===== src/rtl/core/mhpq_pkg.sv =====
// Shared types, sizes and codes of the max-heap priority queue core.
// No dependencies; every other file of the core uses this package.
`default_nettype none

package mhpq_pkg;

   // Number of keys the queue holds
   localparam int CAPACITY = 16;
   // Width of the fill count, able to hold CAPACITY itself
   localparam int COUNT_W  = $clog2(CAPACITY + 1);
   localparam int KEY_W    = 32;

   // Command codes
   localparam logic CMD_INSERT = 1'b0;
   localparam logic CMD_REMOVE = 1'b1;

   // Status codes
   localparam logic [1:0] STATUS_DONE       = 2'd0;
   localparam logic [1:0] STATUS_FULL       = 2'd1;
   localparam logic [1:0] STATUS_EMPTY      = 2'd2;

   typedef struct packed {
      logic                     command;
      logic signed [KEY_W-1:0]  value;
   } req_type;

   typedef struct packed {
      logic signed [KEY_W-1:0]  removed_value;
      logic signed [KEY_W-1:0]  top_value;
      logic [4:0]               entry_count;
      logic [1:0]               status;
   } rsp_type;

   // Contents of one cell as seen by its neighbors
   typedef struct packed {
      logic                     valid;
      logic signed [KEY_W-1:0]  key;
   } cell_link_type;

   // Operation broadcast to every cell
   typedef struct packed {
      logic                     enable;
      logic                     remove;
      logic signed [KEY_W-1:0]  value;
   } cell_op_type;

endpackage

`default_nettype wire


===== src/rtl/core/mhpq_cell.sv =====
// One cell of the sorted key chain: holds one key and its valid bit.
// Depends on mhpq_pkg for the link and operation structs.
`default_nettype none

module mhpq_cell (
   input  wire logic                    clock,
   input  wire logic                    reset,
   input  wire mhpq_pkg::cell_op_type   op,
   input  wire mhpq_pkg::cell_link_type left_link,
   input  wire logic                    left_gt,
   input  wire mhpq_pkg::cell_link_type right_link,
   output mhpq_pkg::cell_link_type      link,
   output logic                         gt
);

   logic                           valid_ff, valid_in;
   logic signed [mhpq_pkg::KEY_W-1:0] key_ff, key_in;

   // New key belongs at or above this cell
   assign gt = !valid_ff || (op.value > key_ff);

   // Pick next contents: shift toward the head on remove, open a gap on insert
   always_comb begin
      valid_in = valid_ff;
      key_in   = key_ff;
      if (op.enable) begin
         if (op.remove) begin
            valid_in = right_link.valid;
            key_in   = right_link.key;
         end else if (gt) begin
            if (left_gt) begin
               valid_in = left_link.valid;
               key_in   = left_link.key;
            end else begin
               valid_in = 1'b1;
               key_in   = op.value;
            end
         end
      end
   end

   always_ff @(posedge clock) begin
      if (reset) begin
         valid_ff <= 1'b0;
      end else begin
         valid_ff <= valid_in;
      end
   end

   always_ff @(posedge clock) begin
      key_ff <= key_in;
   end

   assign link.valid = valid_ff;
   assign link.key   = key_ff;

endmodule

`default_nettype wire


===== src/rtl/core/max_heap_priority_queue_core.sv =====
// Top level of the max-heap priority queue core: command handling, fill count,
// result register and the chain of mhpq_cell key cells. Depends on mhpq_pkg and mhpq_cell.
//
// Usage:
//   req channel (req_valid/req_ready/req_data) carries one command per transfer:
//   insert a signed 32-bit key, or remove the maximum key.
//   rsp channel (rsp_valid/rsp_ready/rsp_data) returns one result per command:
//   the removed key, the maximum after the command, the entry count and a
//   status (done, insert refused full, remove refused empty).
//   Keys live in a chain of CAPACITY cells kept in descending order. Every
//   command that is not refused updates all cells together: on insert each
//   cell compares the new key with its own and keeps its own key, takes its
//   left neighbor's key or takes the new key; on remove each cell takes its
//   right neighbor's key. The result is registered in the cycle after the
//   command transfer. Throughput: one command per cycle while rsp_ready
//   stays high; the single cell update per command is what sets that figure.
//   Reset (synchronous, active high) empties the queue at once and drops any
//   pending result. While the receiver stalls, the result register holds and
//   req_ready stays low until the result is taken.
`default_nettype none

module max_heap_priority_queue_core (
   input  wire logic              clock,
   input  wire logic              reset,
   input  wire logic              req_valid,
   output logic                   req_ready,
   input  wire mhpq_pkg::req_type req_data,
   output logic                   rsp_valid,
   input  wire logic              rsp_ready,
   output mhpq_pkg::rsp_type      rsp_data
);

   localparam int CAP = mhpq_pkg::CAPACITY;
   localparam int CW  = mhpq_pkg::COUNT_W;

   logic [CW-1:0]         count_ff, count_in;
   logic                  rsp_valid_ff, rsp_valid_in;
   mhpq_pkg::rsp_type     rsp_data_ff, rsp_data_in;

   logic                  accept;
   logic                  is_full, is_empty;
   mhpq_pkg::cell_op_type op;

   mhpq_pkg::cell_link_type links [CAP];
   logic                    gts   [CAP];

   // Take a command whenever the result slot is free or being drained
   assign req_ready = !rsp_valid_ff || rsp_ready;
   assign accept    = req_valid && req_ready;

   assign is_full  = (count_ff == CW'(CAP));
   assign is_empty = (count_ff == '0);

   // Broadcast the operation; refused commands leave the cells alone
   always_comb begin
      op.remove = (req_data.command == mhpq_pkg::CMD_REMOVE);
      op.value  = req_data.value;
      op.enable = accept && (op.remove ? !is_empty : !is_full);
   end

   // Chain of key cells, head holds the maximum
   for (genvar i = 0; i < CAP; i++) begin : g_cell
      mhpq_pkg::cell_link_type left_link, right_link;
      logic                    left_gt;
      if (i == 0) begin : g_head
         assign left_link = '0;
         assign left_gt   = 1'b0;
      end else begin : g_mid
         assign left_link = links[i-1];
         assign left_gt   = gts[i-1];
      end
      if (i == CAP - 1) begin : g_tail
         assign right_link = '0;
      end else begin : g_body
         assign right_link = links[i+1];
      end
      mhpq_cell u_cell (
         .clock      (clock),
         .reset      (reset),
         .op         (op),
         .left_link  (left_link),
         .left_gt    (left_gt),
         .right_link (right_link),
         .link       (links[i]),
         .gt         (gts[i])
      );
   end

   // Next count and the result of the accepted command
   always_comb begin
      count_in     = count_ff;
      rsp_valid_in = rsp_valid_ff && !rsp_ready;
      rsp_data_in  = rsp_data_ff;
      if (accept) begin
         rsp_valid_in              = 1'b1;
         rsp_data_in.removed_value = '0;
         rsp_data_in.status        = mhpq_pkg::STATUS_DONE;
         if (op.remove) begin
            if (is_empty) begin
               rsp_data_in.status    = mhpq_pkg::STATUS_EMPTY;
               rsp_data_in.top_value = '0;
            end else begin
               count_in                  = count_ff - CW'(1);
               rsp_data_in.removed_value = links[0].key;
               rsp_data_in.top_value     = (CAP > 1 && links[CAP > 1 ? 1 : 0].valid)
                                           ? links[CAP > 1 ? 1 : 0].key : '0;
            end
         end else begin
            if (is_full) begin
               rsp_data_in.status    = mhpq_pkg::STATUS_FULL;
               rsp_data_in.top_value = links[0].key;
            end else begin
               count_in              = count_ff + CW'(1);
               rsp_data_in.top_value = gts[0] ? op.value : links[0].key;
            end
         end
         rsp_data_in.entry_count = 5'(count_in);
      end
   end

   always_ff @(posedge clock) begin
      if (reset) begin
         count_ff     <= '0;
         rsp_valid_ff <= 1'b0;
      end else begin
         count_ff     <= count_in;
         rsp_valid_ff <= rsp_valid_in;
      end
   end

   always_ff @(posedge clock) begin
      rsp_data_ff <= rsp_data_in;
   end

   assign rsp_valid = rsp_valid_ff;
   assign rsp_data  = rsp_data_ff;

endmodule

`default_nettype wire

===== config.mk =====
export PLATFORM = sky130hd
export DESIGN_NAME = max_heap_priority_queue_core
export DESIGN_NICKNAME = d
export VERILOG_FILES = /design/src/rtl/core/mhpq_pkg.sv /design/src/rtl/core/mhpq_cell.sv /design/src/rtl/core/max_heap_priority_queue_core.sv
export SDC_FILE = /design/constraint.sdc
export NUM_CORES = 2
export LEC_CHECK = 0
export BUFFER_PORTS_ARGS = -buffer_cell sky130_fd_sc_hd__buf_4
export CORE_ASPECT_RATIO = 1.5
export CORE_MARGIN = 3
export CORE_UTILIZATION = 40
export CTS_BUF_LIST = sky130_fd_sc_hd__clkbuf_8
export DETAILED_ROUTE_END_ITERATION = 10
export MAX_ROUTING_LAYER = met4
export PLACE_DENSITY = 0.65
export SYNTH_ARGS = -nofsm -noshare
export SYNTH_HDL_FRONTEND = slang
export SYNTH_HIERARCHICAL = 1
export SYNTH_SLANG_ARGS = --single-unit

===== constraint.sdc =====
create_clock -name clock -period 5.15 [get_ports clock]
set_input_delay 1.03 -clock clock [delete_from_list [all_inputs] [get_ports clock]]
set_output_delay 1.03 -clock clock [all_outputs]
set_load 0.005 [all_outputs]

Yosys cells after proc, flatten, opt, wreduce, memory -nomap -nowiden:

Cells that the tools add are included.

* register bits after elaboration: 605
* logic and storage cells: 237

* $add $sub $neg: 2
* multiplexer cells: 105
* $lt $le $gt $ge: 16
* reduce and logical (&&, ||, !) cells: 74
* bitwise operators: 1
* eq/ne operators: 1

Operators by type and width (count)
* 32-bit two-way mux: 50
* 32-bit greater-than comparator: 16
* 1-bit two-way mux: 50
* 2-bit AND reduction: 16
* 2-bit nonzero test: 16
* 1-bit logical NOT: 20
* 1-bit logical OR: 17
* 5-bit two-way mux: 3
* 5-bit by 1-bit adder with 5-bit output, second input constant: 1
* 5-bit == test, second input constant: 1
* 5-bit logical NOT: 1
* 5-bit by 1-bit subtractor with 5-bit output, second input constant: 1
* 2-bit two-way mux: 2
* 1-bit logical AND: 3
* 2-bit OR reduction: 1
* 1-bit NOT: 1

Logic depth before layout (Yosys ltp):

* word-level depth: 5
* depth in mapped cells: 14

Hierarchy:

Netlist, hierarchy kept.

Modules (own cells, without submodules)
* mhpq_cell: instances 16, sequential area each 980.9 µm², cells each 268, area an instance 2543.7 µm²
* max_heap_priority_queue_core: instances 1, sequential area each 2252.2 µm², cells each 252, area an instance 3528.4 µm²

Worst setup path after synthesis:

OpenSTA, ideal clock, no wires.

* kind: in2reg
* from: input port rsp_ready
* to: register g_cell[0].u_cell/key_ff[0] in the netlist's numbering (enable)
* setup time: 0.441 ns
* path buffers: 0
* cell stages on the path: 5
* data arrival time: 4.675 ns
* path slack: 0.034 ns
* path through: nand2b_1 > nand2_1 > nor2_1 > inv_1 > a31oi_1

RTL lines
* start, declared: line max_heap_priority_queue_core.sv:29 `input wire logic rsp_ready,`
* end signal, assigned: line mhpq_cell.sv:51 `key_ff <= key_in;`
* end, declared: line mhpq_cell.sv:17 `logic signed [mhpq_pkg::KEY_W-1:0] key_ff, key_in;`

Final worst setup path:

* from: input port req_data[5] in the netlist's numbering
* to: register g_cell[14].u_cell/key_ff[4] in the netlist's numbering (data pin)

* cells in the longest elaborated chain, start to end: 5

RTL lines
* start, declared: line max_heap_priority_queue_core.sv:27 `input wire mhpq_pkg::req_type req_data,`
* 32-bit greater-than comparator: line mhpq_cell.sv:20 `assign gt = !valid_ff || (op.value > key_ff);`
* 1-bit logical OR: line mhpq_cell.sv:20
* via g_cell[14].left_gt: line max_heap_priority_queue_core.sv:64 `logic left_gt;`
* 32-bit two-way mux: line mhpq_cell.sv:31 `if (left_gt) begin`
* 32-bit two-way mux: line mhpq_cell.sv:30 `end else if (gt) begin`
* 32-bit two-way mux: line mhpq_cell.sv:27 `if (op.remove) begin`
* end signal, assigned: line mhpq_cell.sv:51
* end, declared: line mhpq_cell.sv:17

The timed path passes the listed nets, and every way through them passes these cells. The select of a mux whose other input is x is not followed.
A chain may end at the register's enable or synchronous reset.

==> run metrics <==
Power Internal=around 0.0096 W; Layout Cells excl Fill=between 6000 and 7000; status=finished, final reports clean; Post-Synthesis Cells=roughly 4500; PostCTS Resize Cnt=0; H-tree levels=3; vias in the first global route=32980; PortBufs=about 110; Max VDD drop=between 0.0002 and 0.00025 V; total negative slack=0 ns; Final setup viols=0; Sink Count=605; CTS Root Cell=clkbuf_8; initial drt markers=1906; WS Path Type=input port to flop; highest routed layer=met4; CTS tree=built; final hold vios=0; setup bufs post-CTS=0; DR vias=32740; placed cells=6001; CTS Hold Buffers Added=0; Layout Area Growth over Synthesis=10.62%; Worst Path Arrival=4.24 ns; Residual DRC=0; achievable frequency=0.2643 GHz; Sw Share=33.23%; fin util=44.85%; die span in y=413.2 µm; met3 routed WL=3.939 mm; final RePlAce weighted congestion=0.8339; FP Rows=148; largest fanout on the critical path=33; TritonCTS Buffers=102; final worst-path cycle share=73.48%; Routed WL per cell=17.33 µm; Pwr per Cell Area=293.0 nW/µm²; DP HPWL=80.06 mm; final WL=107.3 mm; WP data required=5.61 ns; syn avg cell area=just under 10 µm²; I/O pins=110; Core ar.=109100 µm²; final count of pins violating max slew=0; Mapped Area=44220 µm²; Max-Cap Viols=0; clock latency on the worst-skew pair=0.79 ns; antenna-violating nets left=0; die width=277.5 µm; 1st-pass router iterations=5; hold crit path type=input port to flop; met2 WL=54.64 mm; NumNets Final=5231; worst-margin pin slew=1.184 ns; layout cells sized above 1=9.948%; crit start category=input port; Crit. End Element=flop; Yosys warning count=6; power share of the clock group=28.3%; CTS clk-pin slew, worst paths=approximately 0.060 ns; Clock Path Buffers=3; unrepaired setup endpoints after global routing=false; Flop pwr share=46.1%; initial antenna violation count=2; static leakage=between 20 and 25 nW; first-pass GRT wire length=171.6 mm; met1 WL=44.27 mm; Total GRT Usage=18.90%; combinational share of power=25.6%; final setup skew=0.04013 ns; die area=114700 µm²; Tmin final=3.784 ns; initial core utilization=40.55%; DR vias/cell=5.288; Switch Pwr=0.004764 W; GRT overflow=0; largest net degree at the start of global routing=approximately 250; Slew HR=21.07%
-- routing by layer --
metal	global-route usage (%)	vias to the layer above
met5	-	-
met1	21.18	15380
met3	2.627	208
met4	8.347	0
met2	33.49	592
li1	-	16570
-- power groups by stage --
stage | clock, W | sequential [W] | combinational [W]
2_1_floorplan | 0 | 0.00654 | 0.00266
3_3_place_gp | 0 | 0.00670 | 0.00355
3_5_place_dp | 0 | 0.00671 | 0.00368
4_1_cts | 0.00421 | 0.00661 | 0.00369
5_1_grt | 0.00441 | 0.00669 | 0.00415
6_report | 0.00406 | 0.00661 | 0.00367
-- layout by cell type (no fill, tap or decap), types with 67 or more instances in the layout --
cell type,count
a21oi_1,230
mux2i_1,561
inv_1,627
nand4_1,96
ha_1,514
clkbuf_8,102
edfxtp_1,583
o21ai_1,259
nand2_1,646
o21ai_0,306
conb_1,67
buf_4,172
-- worst paths after layout --
check	from	slack [ns]	cells past startpoint	end
worst min-delay path	req_valid	0.52	3	rsp_valid
worst max register to register	g_cell[13].u_cell/key_ff[7]	1.60	12	g_cell[14].u_cell/key_ff[4]
worst max-delay path	req_data[5]	1.37	12	g_cell[14].u_cell/key_ff[4]
worst min register to register	g_cell[15].u_cell/key_ff[29]	0.55	2	g_cell[14].u_cell/key_ff[29]
-- per-stage QoR --
| step | power, W | instance area (µm²) | hold slack (ns) | worst slack, ns |
|---|---|---|---|---|
| 3_5_place_dp | 0.01039 | 47070 | 0.5424 | 0.6273 |
| 6_report | 0.01434 | 48920 | 0.5192 | 1.366 |
| 4_1_cts | 0.01452 | 48910 | 0.4454 | 1.454 |
| 5_1_grt | 0.01524 | 48920 | 0.4902 | 1.294 |
| 3_3_place_gp | 0.01025 | 47070 | 0.5358 | 0.6857 |
| 2_1_floorplan | 0.009197 | 44470 | 0.5219 | 0.03398 |
-- registers in the layout (all words and copies together), names as in the netlist --
register                cells
g_cell.u_cell/key_ff      512
rsp_data                   71
count_ff                    5
rsp_valid                   1
g_cell.u_cell/valid_ff     16
-- area by class of cell --
cell class	count	area (µm²)
fillers	10370	60150
diodes	2	5.005
multi-input cells	3193	23650
flip-flops and latches	605	17950
clock buffers	102	1404
inverters	598	2245
clock inverters	87	437.9
well taps	1425	1783
repair buffers	180	1446
-- critical path, stage by stage --
cell and delay [ns]:
buf_4 0.37, ha_1 0.35, a21oi_1 0.17, o21ai_0 0.14
a221oi_2 0.40, o211ai_2 0.18, a21oi_2 0.18, mux2i_1 0.46
nand2_2 0.40, buf_12 0.30, mux2i_1 0.14, o21ai_0 0.08
Note: power is estimated with default switching activity, not from simulation.
